<file path="src/rtl/core/i2cbw_pkg.sv">
// Shared types and constants for the I2C byte-write master.
`default_nettype none
package i2cbw_pkg;

  localparam int unsigned CFG_IDX_W = 8;
  localparam int unsigned BYTE_W    = 8;
  localparam int unsigned BIT_CNT_W = 4;
  localparam int unsigned BYTE_NR_W = 2;

  localparam logic [CFG_IDX_W-1:0] CFG_DEVICE_ADDRESS = 8'd0;
  localparam logic [CFG_IDX_W-1:0] CFG_WORD_ADDRESS   = 8'd1;
  localparam logic [CFG_IDX_W-1:0] CFG_WRITE_DATA     = 8'd2;

  localparam logic [BYTE_W-1:0] DEVICE_ADDRESS_RST = 8'hA0;
  localparam logic [BYTE_W-1:0] WORD_ADDRESS_RST   = 8'hAA;
  localparam logic [BYTE_W-1:0] WRITE_DATA_RST     = 8'h55;

  localparam logic [BYTE_NR_W-1:0] BYTE_DEVICE = 2'd0;
  localparam logic [BYTE_NR_W-1:0] BYTE_WORD   = 2'd1;
  localparam logic [BYTE_NR_W-1:0] BYTE_DATA   = 2'd2;

  localparam logic [BIT_CNT_W-1:0] BITS_PER_BYTE = 4'd8;

  typedef enum logic [3:0] {
    PH_IDLE  = 4'd0,
    PH_S0    = 4'd1,
    PH_S1    = 4'd2,
    PH_S2    = 4'd3,
    PH_S3    = 4'd4,
    PH_SETUP = 4'd5,
    PH_HIGH  = 4'd6,
    PH_LOW   = 4'd7,
    PH_GAP   = 4'd8,
    PH_AHIGH = 4'd9,
    PH_ALOW  = 4'd10,
    PH_P0    = 4'd11,
    PH_P1    = 4'd12,
    PH_P2    = 4'd13,
    PH_P3    = 4'd14
  } phase_t;

endpackage
`default_nettype wire

</file>
<file path="src/rtl/core/i2c_eeprom_byte_write_master_unit.sv">
// I2C master bit sequencer for a single-byte EEPROM write.
//
// Each input beat is one bit-timing tick carrying go and the sampled SDA
// level; each accepted beat gives exactly one result beat with the SCL/SDA
// levels, SDA drive enable, busy, acknowledge status, byte number and done.
// A go on an idle tick runs one transaction: start, device address, word
// address and data byte (MSB first, three ticks a bit, then a gap tick and
// two acknowledge ticks), then stop: 89 ticks, done on the last one.
// Each result beat is registered, valid in the cycle after its input beat;
// one beat per cycle is sustained while out_ready holds, the sequencer
// state and output register both being updated in the accepting cycle.
// in_ready is high while the output register is empty or being drained, so
// a stalled receiver holds the result and blocks further input beats only
// until it takes it. Configuration writes (cfg_index 0..2, other indices
// ignored) are always accepted; a byte is latched when its first bit begins.
// Synchronous reset returns the sequencer to idle with both line latches
// low, the registers to A0/AA/55 and the output register to empty.
`default_nettype none
module i2c_eeprom_byte_write_master_unit (
  input  wire logic                            clk,
  input  wire logic                            rst_n,
  input  wire logic                            in_valid,
  output logic                                 in_ready,
  input  wire logic                            in_go,
  input  wire logic                            in_sda_in,
  output logic                                 out_valid,
  input  wire logic                            out_ready,
  output logic                                 out_scl_level,
  output logic                                 out_sda_level,
  output logic                                 out_sda_drive,
  output logic                                 out_busy_res,
  output logic                                 out_ack_valid,
  output logic                                 out_ack_seen,
  output logic [i2cbw_pkg::BYTE_NR_W-1:0]      out_byte_number,
  output logic                                 out_done_res,
  input  wire logic                            cfg_valid,
  output logic                                 cfg_ready,
  input  wire logic [i2cbw_pkg::CFG_IDX_W-1:0] cfg_index,
  input  wire logic [i2cbw_pkg::BYTE_W-1:0]    cfg_data
);
  import i2cbw_pkg::*;

  logic [BYTE_W-1:0]    dev_addr_r, word_addr_r, wr_data_r;
  phase_t               phase_r, phase_nxt, cur_phase;
  logic [BIT_CNT_W-1:0] bit_cnt_r, bit_cnt_nxt, bit_inc;
  logic [BYTE_NR_W-1:0] byte_cnt_r, byte_cnt_nxt, byte_cur, byte_out;
  logic [BYTE_W-1:0]    shift_r, shift_nxt, load_val;
  logic                 scl_r, scl_nxt, sda_r, sda_nxt;
  logic                 drive, busy, ackv, acks, done;
  logic                 in_acc;

  logic                 out_valid_r;
  logic                 out_scl_r, out_sda_r, out_drive_r, out_busy_r;
  logic                 out_ackv_r, out_acks_r, out_done_r;
  logic [BYTE_NR_W-1:0] out_byte_r;

  assign cfg_ready = 1'b1;
  assign in_ready  = !out_valid_r || out_ready;
  assign in_acc    = in_valid && in_ready;

  always_ff @(posedge clk) begin
    if (!rst_n) begin
      dev_addr_r  <= DEVICE_ADDRESS_RST;
      word_addr_r <= WORD_ADDRESS_RST;
      wr_data_r   <= WRITE_DATA_RST;
    end else if (cfg_valid && cfg_ready) begin
      case (cfg_index)
        CFG_DEVICE_ADDRESS: dev_addr_r  <= cfg_data;
        CFG_WORD_ADDRESS:   word_addr_r <= cfg_data;
        CFG_WRITE_DATA:     wr_data_r   <= cfg_data;
        default: ;
      endcase
    end
  end

  // Idle and the unused code both fall through to a possible start.
  always_comb begin
    cur_phase = phase_r;
    byte_cur  = byte_cnt_r;
    case (phase_r)
      PH_S0, PH_S1, PH_S2, PH_S3, PH_SETUP, PH_HIGH, PH_LOW, PH_GAP,
      PH_AHIGH, PH_ALOW, PH_P0, PH_P1, PH_P2, PH_P3: cur_phase = phase_r;
      default: begin
        if (in_go) begin
          cur_phase = PH_S0;
          byte_cur  = BYTE_DEVICE;
        end else begin
          cur_phase = PH_IDLE;
        end
      end
    endcase
  end

  assign bit_inc = bit_cnt_r + 1'b1;

  // Next state
  always_comb begin
    phase_nxt   = cur_phase;
    bit_cnt_nxt = bit_cnt_r;
    byte_out    = byte_cur;
    shift_nxt   = shift_r;
    scl_nxt     = scl_r;
    sda_nxt     = sda_r;
    load_val    = wr_data_r;
    case (cur_phase)
      PH_S0: begin sda_nxt = 1'b1; phase_nxt = PH_S1; end
      PH_S1: begin scl_nxt = 1'b1; phase_nxt = PH_S2; end
      PH_S2: begin sda_nxt = 1'b0; phase_nxt = PH_S3; end
      PH_S3: begin
        scl_nxt     = 1'b0;
        shift_nxt   = dev_addr_r;
        bit_cnt_nxt = '0;
        phase_nxt   = PH_SETUP;
      end
      PH_SETUP: begin sda_nxt = shift_r[BYTE_W-1]; phase_nxt = PH_HIGH; end
      PH_HIGH:  begin scl_nxt = 1'b1; phase_nxt = PH_LOW; end
      PH_LOW: begin
        scl_nxt     = 1'b0;
        shift_nxt   = {shift_r[BYTE_W-2:0], 1'b0};
        bit_cnt_nxt = bit_inc;
        phase_nxt   = (bit_inc >= BITS_PER_BYTE) ? PH_GAP : PH_SETUP;
      end
      PH_GAP:   begin sda_nxt = 1'b0; phase_nxt = PH_AHIGH; end
      PH_AHIGH: begin scl_nxt = 1'b1; phase_nxt = PH_ALOW; end
      PH_ALOW: begin
        scl_nxt = 1'b0;
        if (byte_cur >= BYTE_DATA) begin
          phase_nxt = PH_P0;
        end else begin
          byte_out    = byte_cur + 1'b1;
          load_val    = (byte_out == BYTE_WORD) ? word_addr_r : wr_data_r;
          shift_nxt   = load_val;
          bit_cnt_nxt = '0;
          phase_nxt   = PH_SETUP;
        end
      end
      PH_P0: begin sda_nxt = 1'b0; phase_nxt = PH_P1; end
      PH_P1: begin scl_nxt = 1'b1; phase_nxt = PH_P2; end
      PH_P2: begin sda_nxt = 1'b1; phase_nxt = PH_P3; end
      PH_P3: begin scl_nxt = 1'b0; phase_nxt = PH_IDLE; end
      default: phase_nxt = PH_IDLE;
    endcase
    byte_cnt_nxt = (cur_phase == PH_P3) ? BYTE_DEVICE : byte_out;
  end

  // Beat flags
  always_comb begin
    drive = 1'b1;
    busy  = 1'b1;
    ackv  = 1'b0;
    acks  = 1'b0;
    done  = 1'b0;
    case (cur_phase)
      PH_IDLE:  busy = 1'b0;
      PH_AHIGH: begin drive = 1'b0; ackv = 1'b1; acks = !in_sda_in; end
      PH_ALOW:  drive = 1'b0;
      PH_P3:    done = 1'b1;
      default: ;
    endcase
  end

  always_ff @(posedge clk) begin
    if (!rst_n) begin
      phase_r    <= PH_IDLE;
      bit_cnt_r  <= '0;
      byte_cnt_r <= '0;
      shift_r    <= '0;
      scl_r      <= 1'b0;
      sda_r      <= 1'b0;
    end else if (in_acc) begin
      phase_r    <= phase_nxt;
      bit_cnt_r  <= bit_cnt_nxt;
      byte_cnt_r <= byte_cnt_nxt;
      shift_r    <= shift_nxt;
      scl_r      <= scl_nxt;
      sda_r      <= sda_nxt;
    end
  end

  always_ff @(posedge clk) begin
    if (!rst_n) begin
      out_valid_r <= 1'b0;
    end else if (in_acc) begin
      out_valid_r <= 1'b1;
    end else if (out_ready) begin
      out_valid_r <= 1'b0;
    end
  end

  always_ff @(posedge clk) begin
    if (in_acc) begin
      out_scl_r   <= scl_nxt;
      out_sda_r   <= sda_nxt;
      out_drive_r <= drive;
      out_busy_r  <= busy;
      out_ackv_r  <= ackv;
      out_acks_r  <= acks;
      out_byte_r  <= byte_out;
      out_done_r  <= done;
    end
  end

  assign out_valid       = out_valid_r;
  assign out_scl_level   = out_scl_r;
  assign out_sda_level   = out_sda_r;
  assign out_sda_drive   = out_drive_r;
  assign out_busy_res    = out_busy_r;
  assign out_ack_valid   = out_ackv_r;
  assign out_ack_seen    = out_acks_r;
  assign out_byte_number = out_byte_r;
  assign out_done_res    = out_done_r;

  // the stop ends with SCL pulled low again
  a_done_busy: assert property (@(posedge clk) disable iff (!rst_n)
    (out_valid && out_done_res) |-> (out_busy_res && !out_scl_level && out_sda_drive))
    else $error("done beat without busy, with SCL high or SDA released");

  a_ack_released: assert property (@(posedge clk) disable iff (!rst_n)
    (out_valid && out_ack_valid) |-> (!out_sda_drive && out_scl_level))
    else $error("acknowledge sample while SDA driven or SCL low");

  a_seen_valid: assert property (@(posedge clk) disable iff (!rst_n)
    (out_valid && out_ack_seen) |-> out_ack_valid)
    else $error("ack_seen outside an acknowledge beat");

  a_done_idle: assert property (@(posedge clk) disable iff (!rst_n)
    (in_acc && done) |=> (phase_r == PH_IDLE && byte_cnt_r == BYTE_DEVICE))
    else $error("sequencer not idle after stop");

endmodule
`default_nettype wire
</file>
<file path="config.mk">
export PLATFORM = sky130hd
export DESIGN_NAME = i2c_eeprom_byte_write_master_unit
export DESIGN_NICKNAME = d
export VERILOG_FILES = /design/src/rtl/core/i2cbw_pkg.sv /design/src/rtl/core/i2c_eeprom_byte_write_master_unit.sv
export SDC_FILE = /design/constraint.sdc
export NUM_CORES = 1
export LEC_CHECK = 0
export BUFFER_PORTS_ARGS = -buffer_cell sky130_fd_sc_hd__clkbuf_2
export CORE_MARGIN = 3
export CORE_UTILIZATION = 40
export DETAILED_ROUTE_END_ITERATION = 8
export PLACE_DENSITY = 0.63
export SETUP_SLACK_MARGIN = 0.1
export SYNTH_ARGS = -nofsm -noshare
export SYNTH_HDL_FRONTEND = slang
export SYNTH_SLANG_ARGS = --single-unit
</file>
<file path="constraint.sdc">
create_clock -name clk -period 2.51 [get_ports clk]
set_input_delay 0.3765 -clock clk [delete_from_list [all_inputs] [get_ports clk]]
set_output_delay 0.3765 -clock clk [all_outputs]
set_load 0.01 [all_outputs]
</file>
==> results of run 1 <==
metal layers:
layer | track usage (%) | up-vias | share of wire (%)
met5 | 0 | - | 0
met4 | 5.44 | 0 | 0.41
met3 | 2.63 | 2 | 4.1
met2 | 26.1 | 59 | 47
met1 | 21.7 | 1002 | 48
li1 | - | 1103 | -
tightest hold or removal path: cells and delay by family:
kind                   cells  cell delay, ns
buffers and inverters      1            0.10
and+or+nand+nor            1            0.06
muxes                      1            0.06
cells by family after synthesis:
logic type | after synthesis
XOR/XNOR | 1
AND/OR/NAND/NOR | 104
other | 1
multiplexers | 26
AO/OA/AOI/OAI | 69
flip-flops | 54
buffers and inverters | 31
adder cells (fa/ha/maj) | 2
cells in the final DEF (no fill, tap or decap), types with 2 or more instances in the layout:
master	n
dfxtp_1	45
clkbuf_2	33
nand2_1	32
mux2i_1	26
nor2_1	24
o21ai_0	14
buf_4	11
nand3_1	10
a221oi_1	9
o31ai_1	9
edfxtp_1	9
a21oi_2	8
a21oi_1	6
nand2b_1	5
inv_1	5
nor3_1	5
clkbuf_8	5
nand4b_1	4
and3_1	3
o21a_1	3
nor2b_1	3
nor3b_1	3
o21bai_1	3
a31oi_1	3
o221ai_1	2
and4_1	2
and4b_1	2
o21ai_2	2
nor4_1	2
ha_1	2
stage by stage:
step	hold WS [ns]	worst slack, ns	util (%)	cell area [µm²]	power, mW
3_5_place_dp	0.455	0.373	45.0	2890	1.11
2_1_floorplan	0.436	0.176	-	2670	1.05
5_1_grt	0.300	0.164	46.5	2990	1.67
3_3_place_gp	0.448	0.444	45.0	2890	1.11
4_1_cts	0.301	0.337	46.4	2980	1.61
6_report	0.309	0.403	46.5	2990	1.59
power groups by stage:
stage	clock, mW	sequential, mW	combinational (mW)
floorplan	0	0.943	0.107
global placement	0	0.939	0.169
detailed placement	0	0.940	0.171
CTS	0.521	0.920	0.171
global route	0.549	0.924	0.195
finish	0.503	0.921	0.171
state kept, by name (all words and copies together) (netlist names), 2 cells and up:
signal           cells
phase_r              4
word_addr_r          8
dev_addr_r           8
byte_cnt_r           2
bit_cnt_r            4
shift_r              8
wr_data_r            8
out_byte_number      2
cell type report:
class                      count  area, µm²
clock buffer                   5       68.8
clock inverter                 3       21.3
fill                         623       3430
inverter                       6       22.5
multi-input combinational    203       1360
sequential                    54       1170
tap                           77       96.3
timing repair buffer          44        248
repair_timing:
action,4_1_cts,5_1_grt
resized for setup,0,1
setup buffers,0,0
endpoints found under the setup margin,0,2
worst max path at each step:
stage               cells after the start  slack (ns)                 endpoint
finish                                  9        0.40  shift_r[6]$_SDFFE_PN0P_
CTS                                     9        0.34  shift_r[1]$_SDFFE_PN0P_
detailed placement                      9        0.37  shift_r[1]$_SDFFE_PN0P_
floorplan                              10        0.18  shift_r[1]$_SDFFE_PN0P_
global route                            9        0.16  shift_r[5]$_SDFFE_PN0P_
global placement                        9        0.44  shift_r[6]$_SDFFE_PN0P_
==> results.md, run 1 <==
* Status: finished clean
* Synthesized-area fraction occupied by adder cells at 0.937%
* Slowest CP cell: dfxtp_1
* Critical path class: flop to flop
* Avg Inst Size Synth at 9.27 µm²
* Top Ports at 35
* Share of layout cells above drive strength 1 at 21.9%
* WHS Endpoint: wr_data_r[2]$_SDFFE_PN1P_
* Placer Congestion at 0.794
* Slew of the pin with the lowest slew margin at 0.597 ns
* Yosys cell types at 53
* Relative slew slack at 60.0%
* Final Max Slew Viols at 0
* PwrDens at 534 nW/µm²
* Top delay family on crit path: compound AO/OA/AOI/OAI gates
* Fmax at 475 MHz
* CTS tree: yes
* Crit Path Max Fanout at 8
* Switch share at 26.4%
* Nets at 339
* Most frequent cell after synthesis: dfxtp_1
* Clk_lat worst skew at 0.31 ns
* Cell Area, Synth at 2670 µm²
* Synth area leaders: dfxtp_1 34%, edfxtp_1 10%, mux2i_1 9.7%, nand2_1 4.5%, nor2_1 3.4%
* Xor and xnor area share after synthesis at 0.328%
* Final period util at 83.9%
* Final Non-Filler Cells at 392
* Avg WL per Cell at 14.4 µm
* Tot GR Track Use at 16.1%
* Fin. Hold Viols at 0
* Syn Inst Count at 288
* Total CTS buffers at 5
* YS warnings at 0
* Synth Area in Compound Gates at 19.0%
* Arr. time, crit path at 2.31 ns
* Worst Setup SP: phase_r[0]$_SDFFE_PN0P_
* Largest net degree at the start of global routing at 37
* Part of the power in combinational logic at 10.7%
* Synth Register Bits at 54
* Post-synth EDFFs at 9
* Req. time, crit path at 2.72 ns
* Classification of the worst-slack hold path: primary input to flop
* CP cell instances: nor4_2 -> o21ai_1 -> nand2_1 -> ha_1 -> buf_4 -> mux2i_1 -> nor2_1 -> a221oi_1 -> a21oi_2
* Reg2reg setup slack at 0.40 ns
* N_diodes at 0
* Main combinational cell family by area after synthesis: simple AND/OR/NAND/NOR gates
* RSZ-0062 raised after global routing: false
* CP bufs+invs at 1
* Clock group share of total power at 31.6%
* Core area at 6420 µm²
* Post-synthesis mux area share at 9.75%
* Hold Startpoint: cfg_data[2]
* # clock sinks at 54
* Initial Util at 41.6%
* Worst r2r path cells at 9
* # H-tree levels at 2
* Max Buffers Root-to-Sink at 2
* Vias in the first global route at 2063
* HPWL Detailed at 3890 µm
* Grt ovf at 0
* Worst reg2reg path endpoint: shift_r[6]$_SDFFE_PN0P_
* Internal power at 1.17 mW
* Synth Area in Simple Gates at 20.6%
* Remaining DRCs at 0
* Post-synth top area share at 33.7%
* Synth area leader: dfxtp_1
* Startpoint types: flop
* Worst-path clk slew at 0.10 ns
* Setup-failing EPs final at 0
* Clk_skew at 0.00557 ns
* VDD IR-drop max at 0.246 mV
* Tmin final at 2.11 ns
* Dpl cells at 384
* DRT Wirelength at 5660 µm
* Area delta synth->final at 11.9%
* Cts-stage hold buffer count at 0
* First-pass GRT wire length at 9850 µm
* IO Port Bufs at 33
* Die H at 87.7 µm
* Synth top cells by count: 45 x dfxtp_1, 32 x nand2_1, 26 x mux2i_1
* Sum Neg Setup Slack at 0 ns
* DR iter-0 viols at 100
* Mapped Nets at 313
* Hold Crit Depth at 3
* CP peak stage delay at 0.39 ns
* Antenna Violating Nets Remaining at 0
* Reg2reg start: phase_r[0]$_SDFFE_PN0P_
* CTS Root Cell: clkbuf_8
* Leakage power at 1.30 nW
* Die Area at 7690 µm²
* Crit end category: flop
* Vias at 2166
* P_sw at 0.421 mW
* Initial antenna violation count at 0
* Main synth FF type: dfxtp_1
* Die X at 87.7 µm
* Max-cap violations at 0
* FP Rows at 29
* Vias per inst at 5.53
* DRT Pass-1 Iters at 4
* Register share of total power at 57.7%
* Register area share after synthesis at 43.9%
* Ys async rst share at 0%
Power figures use the tool's default switching activity.
==> run 2, diff against run 1 <==
--- a/config.mk
+++ b/config.mk
@@ -9,7 +9,7 @@
 export CORE_MARGIN = 3
 export CORE_UTILIZATION = 40
 export DETAILED_ROUTE_END_ITERATION = 8
-export PLACE_DENSITY = 0.63
+export PLACE_DENSITY = 0.61
 export SETUP_SLACK_MARGIN = 0.1
 export SYNTH_ARGS = -nofsm -noshare
 export SYNTH_HDL_FRONTEND = slang
==> constraint.sdc (replaced) <==
create_clock -name clk -period 1.95 [get_ports clk]
set_input_delay 0.2925 -clock clk [delete_from_list [all_inputs] [get_ports clk]]
set_output_delay 0.2925 -clock clk [all_outputs]
set_load 0.01 [all_outputs]
==> run 2 against run 1 <==
Compared with the run above:
- count of clock-buffer cells in the layout up 1
- non-clock buffer count is 7 higher
- cell area rose by 4.6%
- register-to-register slack worse by 0.30 ns
- cell count up 1.8%
- routed wire length up 2.8%
- combinational power rose by 43%
- via count is 1.2% higher
- critical path depth is 1 lower
- global-route usage rose by 0.55 points
- hold slack got worse by 0.080 ns
- clock power up 24%
- critical endpoint is now shift_r[4]$_SDFFE_PN0P_
==> results.md, run 2 (synthesis gave the netlist of run 1 again) <==
* Part of the power in combinational logic at 11.9%
* Dpl ws at -0.0149 ns
* Internal power at 1.53 mW
* Final period util at 94.5%
* Top Ports at 35
* Avg WL per Cell at 14.6 µm
* Status: finished clean
* Register share of total power at 57.7%
* Classification of the worst-slack hold path: primary input to flop
* FP Rows at 29
* # fillers at 640
* Switch share at 25.6%
* Die H at 87.7 µm
* Initial antenna violation count at 0
* Antenna Violating Nets Remaining at 0
* CTS Root Cell: clkbuf_8
* VDD IR-drop max at 0.365 mV
* Max Buffers Root-to-Sink at 2
* Tot GR Track Use at 16.6%
* Initial Util at 41.6%
* # H-tree levels at 2
* Dpl cells at 390
* Req. time, crit path at 2.15 ns
* Grt ovf at 0
* Remaining DRCs at 0
* PwrDens at 657 nW/µm²
* Clk_lat worst skew at 0.30 ns
* Die X at 87.7 µm
* Commonest non-fill, non-tap cell in the layout: dfxtp_1
* Crit end category: flop
* Fin. Hold Viols at 0
* Vias per inst at 5.50
* Nets at 346
* DRT Wirelength at 5820 µm
* First-pass GRT wire length at 10200 µm
* Fmax at 543 MHz
* Clock group share of total power at 30.4%
* Critical path class: flop to flop
* FF/Latch Area at 1170 µm²
* CTS tree: yes
* Final Util at 48.7%
* Core area at 6420 µm²
* Worst Setup Slack, final at 0.107 ns
* Startpoint types: flop
* Leakage power at 1.37 nW
* Final Max Slew Viols at 0
* Largest net degree at the start of global routing at 25
* DRT Pass-1 Iters at 4
* Max-cap violations at 0
* Final Non-Filler Cells at 399
* P_sw at 0.526 mW
* Total power at 2.05 mW
* RSZ-0062 raised after global routing: true
* DR iter-0 viols at 99
* HPWL Detailed at 4100 µm
* Vias in the first global route at 2132
* Placer Congestion at 0.795
* Area delta synth->final at 17.1%
* Crit Path Max Fanout at 8
* N_diodes at 0
* Die Area at 7690 µm²
* Most frequent cells in the layout: 42 x dfxtp_1, 33 x clkbuf_2, 30 x nand2_1
* Arr. time, crit path at 2.04 ns
* Vias at 2193
* Tmin final at 1.84 ns
* Clk_skew at 0.00354 ns
* Total CTS buffers at 5
* IO Port Bufs at 33
* Share of layout cells above drive strength 1 at 28.6%
* # clock sinks at 54
* Setup-failing EPs final at 0
* Multi-input logic area at 1450 µm²
* Hold WS at 0.229 ns
* Worst-path clk slew at 0.10 ns
-- run 2: per-stage QoR --
step	instance area [µm²]	setup TNS (ns)
floorplan	2750	0
global placement	3000	0
detailed placement	3000	-0.0212
CTS	3110	0
global route	3130	-0.0332
finish	3130	0
-- run 2: what timing repair did --
action | 4_1_cts | 5_1_grt
setup buffers | 0 | 1
endpoints found under the setup margin | 8 | 11
hold buffers | 0 | 0
pin swaps | 2 | 6
resized for setup | 5 | 4
hold endpoints to repair | 0 | 0
-- run 2: cell type report --
| cell class | instances | area share, % |
|---|---|---|
| Sequential cell | 54 | 37.6 |
| Multi-Input combinational cell | 203 | 46.3 |
| Clock inverter | 2 | 0.440 |
| Inverter | 6 | 0.720 |
| Timing Repair Buffer | 51 | 9.60 |
| Tap cell | 77 | 3.08 |
| Clock buffer | 6 | 2.32 |
-- run 2: path summary, 6_finish.rpt --
check	start	endpoint	slack (ns)	cells past startpoint
setup / recovery	phase_r[0]$_SDFFE_PN0P_	shift_r[4]$_SDFFE_PN0P_	0.11	8
hold / removal	cfg_data[4]	wr_data_r[4]$_SDFFE_PN1P_	0.23	3
setup reg to reg	phase_r[0]$_SDFFE_PN0P_	shift_r[4]$_SDFFE_PN0P_	0.11	8
hold reg to reg	wr_data_r[2]$_SDFFE_PN1P_	wr_data_r[2]$_SDFFE_PN1P_	0.48	2
-- run 2: layer usage --
metal	global-route usage, %	vias up	part of all wire (%)
met3	3.29	5	3.0
met2	28.9	32	49
met4	4.32	0	0.95
met5	0	-	0
li1	-	1115	-
met1	21.0	1041	47
-- run 2: power by group through the flow --
stage	logic [mW]	clock network (mW)	registers [mW]
final	0.244	0.624	1.18
after CTS	0.238	0.655	1.18
after global placement	0.235	0	1.21
after floorplan	0.145	0	1.22
after detailed placement	0.236	0	1.21
after global routing	0.274	0.695	1.19
-- run 2: critical path: stages, from the launching register on --
cell and delay [ns]:
dfxtp_2 0.35, nor4_4 0.31, o21ai_2 0.12, nand2_2 0.10
ha_4 0.25, mux2i_2 0.23, nor2_1 0.07, a221oi_2 0.23
a21oi_2 0.07
==> run 3, diff against run 2 <==
--- a/config.mk
+++ b/config.mk
@@ -7,9 +7,9 @@
 export LEC_CHECK = 0
 export BUFFER_PORTS_ARGS = -buffer_cell sky130_fd_sc_hd__clkbuf_2
 export CORE_MARGIN = 3
-export CORE_UTILIZATION = 40
+export CORE_UTILIZATION = 30
 export DETAILED_ROUTE_END_ITERATION = 8
-export PLACE_DENSITY = 0.61
+export PLACE_DENSITY = 0.49
 export SETUP_SLACK_MARGIN = 0.1
 export SYNTH_ARGS = -nofsm -noshare
 export SYNTH_HDL_FRONTEND = slang
==> run 3 against run 2 <==
Compared with the run above:
- non-clock buffer count up 7
- total power up 7.5%
- via count down 0.55%
- sequential share of layout area down 1.7 points
- clock power up 24%
- largest cell class unchanged
- register-to-register slack worse by 0.03 ns
==> results.md, run 3 (synthesis gave the netlist of run 1 again) <==
* Share of layout cells above drive strength 1 at 31.3%
* Total power at 2.21 mW
* PwrDens at 672 nW/µm²
* DR iter-0 viols at 83
* Worst r2r path cells at 9
* Startpoint types: flop
* Nets at 353
* Hold WS at 0.220 ns
* First-pass GRT wire length at 10300 µm
* Tmin final at 1.87 ns
* Fin. Hold Viols at 0
* Crit Path Max Fanout at 8
* Max Buffers Root-to-Sink at 2
* Clk_lat worst skew at 0.31 ns
* Largest net degree at the start of global routing at 38
* FP Rows at 33
* Avg WL per Cell at 14.7 µm
* CTS tree: yes
* Die X at 100 µm
* IO Port Bufs at 33
* Dpl cells at 420
* # H-tree levels at 2
* Initial Util at 31.7%
* Reg2reg setup slack at 0.08 ns
* Tot GR Track Use at 12.9%
* Clk_skew at 0.00951 ns
* Dpl ws at -0.00554 ns
* Status: finished clean
* Antenna Violating Nets Remaining at 0
* Hold Crit Depth at 3
* Die H at 100 µm
* Leakage power at 1.42 nW
* Grt ovf at 0
* Area delta synth->final at 22.9%
* Crit end category: flop
* Top Ports at 35
* HPWL Detailed at 4350 µm
* Die Area at 10100 µm²
* Vias per inst at 5.03
* Total CTS buffers at 5
* Final period util at 96.1%
* Setup-failing EPs final at 0
* DRT Wirelength at 6390 µm
* Fmax at 534 MHz
* Classification of the worst-slack hold path: primary input to flop
* Vias at 2181
* Critical path class: flop to flop
* Arr. time, crit path at 2.08 ns
* DRT Pass-1 Iters at 4
* WHS Endpoint: word_addr_r[3]$_SDFFE_PN1P_
* Core area at 8420 µm²
* Slew of the pin with the lowest slew margin at 0.547 ns
* Most frequent cells in the layout: 41 x dfxtp_1, 33 x clkbuf_2, 30 x nand2_1
* Req. time, crit path at 2.16 ns
* Hold Startpoint: cfg_data[3]
* Commonest non-fill, non-tap cell in the layout: dfxtp_1
* Final Non-Filler Cells at 434
* Max-cap violations at 0
* Worst reg2reg path endpoint: shift_r[2]$_SDFFE_PN0P_
* Remaining DRCs at 0
* Vias in the first global route at 2048
* Worst Setup Slack, final at 0.0756 ns
* Worst-path clk slew at 0.10 ns
* Final Max Slew Viols at 0
* Initial antenna violation count at 0
* N_diodes at 0
* # clock sinks at 54
* Reg2reg start: phase_r[0]$_SDFFE_PN0P_
* VDD IR-drop max at 0.287 mV
* CTS Root Cell: clkbuf_8
* Relative slew slack at 63.5%
* RSZ-0062 raised after global routing: true
* Placer Congestion at 0.742
* # fillers at 893
[run 3: through the flow]
stage	util (%)	TNS, ns	instance area, µm²
2_1_floorplan	-	0	2750
6_report	39.0	0	3280
5_1_grt	39.0	-0.161	3280
3_5_place_dp	36.4	-0.00554	3070
4_1_cts	38.5	0	3240
3_3_place_gp	36.4	0	3070
[run 3: worst max-delay path, stage by stage (launching register included)]
cell	delay, ns
dfxtp_2	0.35
nor4_4	0.34
o21ai_4	0.11
nand2_2	0.10
ha_4	0.14
buf_12	0.14
mux2i_2	0.22
nor2_1	0.07
a221oi_2	0.22
a21oi_2	0.08
[run 3: area by class of cell]
class / count / area [µm²] / area share (%)
well taps: 105 / 131 / 4.00
inverters: 6 / 22.5 / 0.686
clock buffers: 7 / 108 / 3.28
repair buffers: 58 / 369 / 11.2
flip-flops and latches: 54 / 1180 / 35.9
clock inverters: 1 / 8.76 / 0.267
multi-input cells: 203 / 1460 / 44.6
[run 3: report_power, final]
group / leakage [nW] / total (mW) / internal (mW) / switching [mW]
combinational: 0.909 / 0.248 / 0.107 / 0.141
sequential: 0.453 / 1.19 / 1.17 / 0.0198
clock: 0.0600 / 0.773 / 0.372 / 0.401
total: 1.42 / 2.21 / 1.65 / 0.561
[run 3: repair_timing]
item / 4_1_cts / 5_1_grt
pin swaps: 6 / 2
buffers inserted: 7 / 0
cloned: 0 / 0
gates resized for setup: 3 / 13
setup endpoints to repair: 8 / 12
hold endpoints to repair: 0 / 0
hold buffers: 0 / 0
[run 3: worst max path at each step]
stage | endpoint | cells after the start | start
2_1_floorplan | shift_r[1]$_SDFFE_PN0P_ | 10 | phase_r[2]$_SDFFE_PN0P_
3_3_place_gp | shift_r[0]$_SDFFE_PN0P_ | 5 | phase_r[2]$_SDFFE_PN0P_
3_5_place_dp | shift_r[0]$_SDFFE_PN0P_ | 5 | phase_r[2]$_SDFFE_PN0P_
4_1_cts | shift_r[2]$_SDFFE_PN0P_ | 9 | phase_r[0]$_SDFFE_PN0P_
5_1_grt | shift_r[5]$_SDFFE_PN0P_ | 9 | phase_r[0]$_SDFFE_PN0P_
6_report | shift_r[2]$_SDFFE_PN0P_ | 9 | phase_r[0]$_SDFFE_PN0P_
[run 3: layer usage]
layer  track usage (%)  vias to the layer above  wire length, µm
met5                 0                        -                0
met4              3.42                        0               57
met3              2.57                        5              232
met2              21.7                       39             3070
met1              16.9                     1010             3030
li1                  -                     1127                -
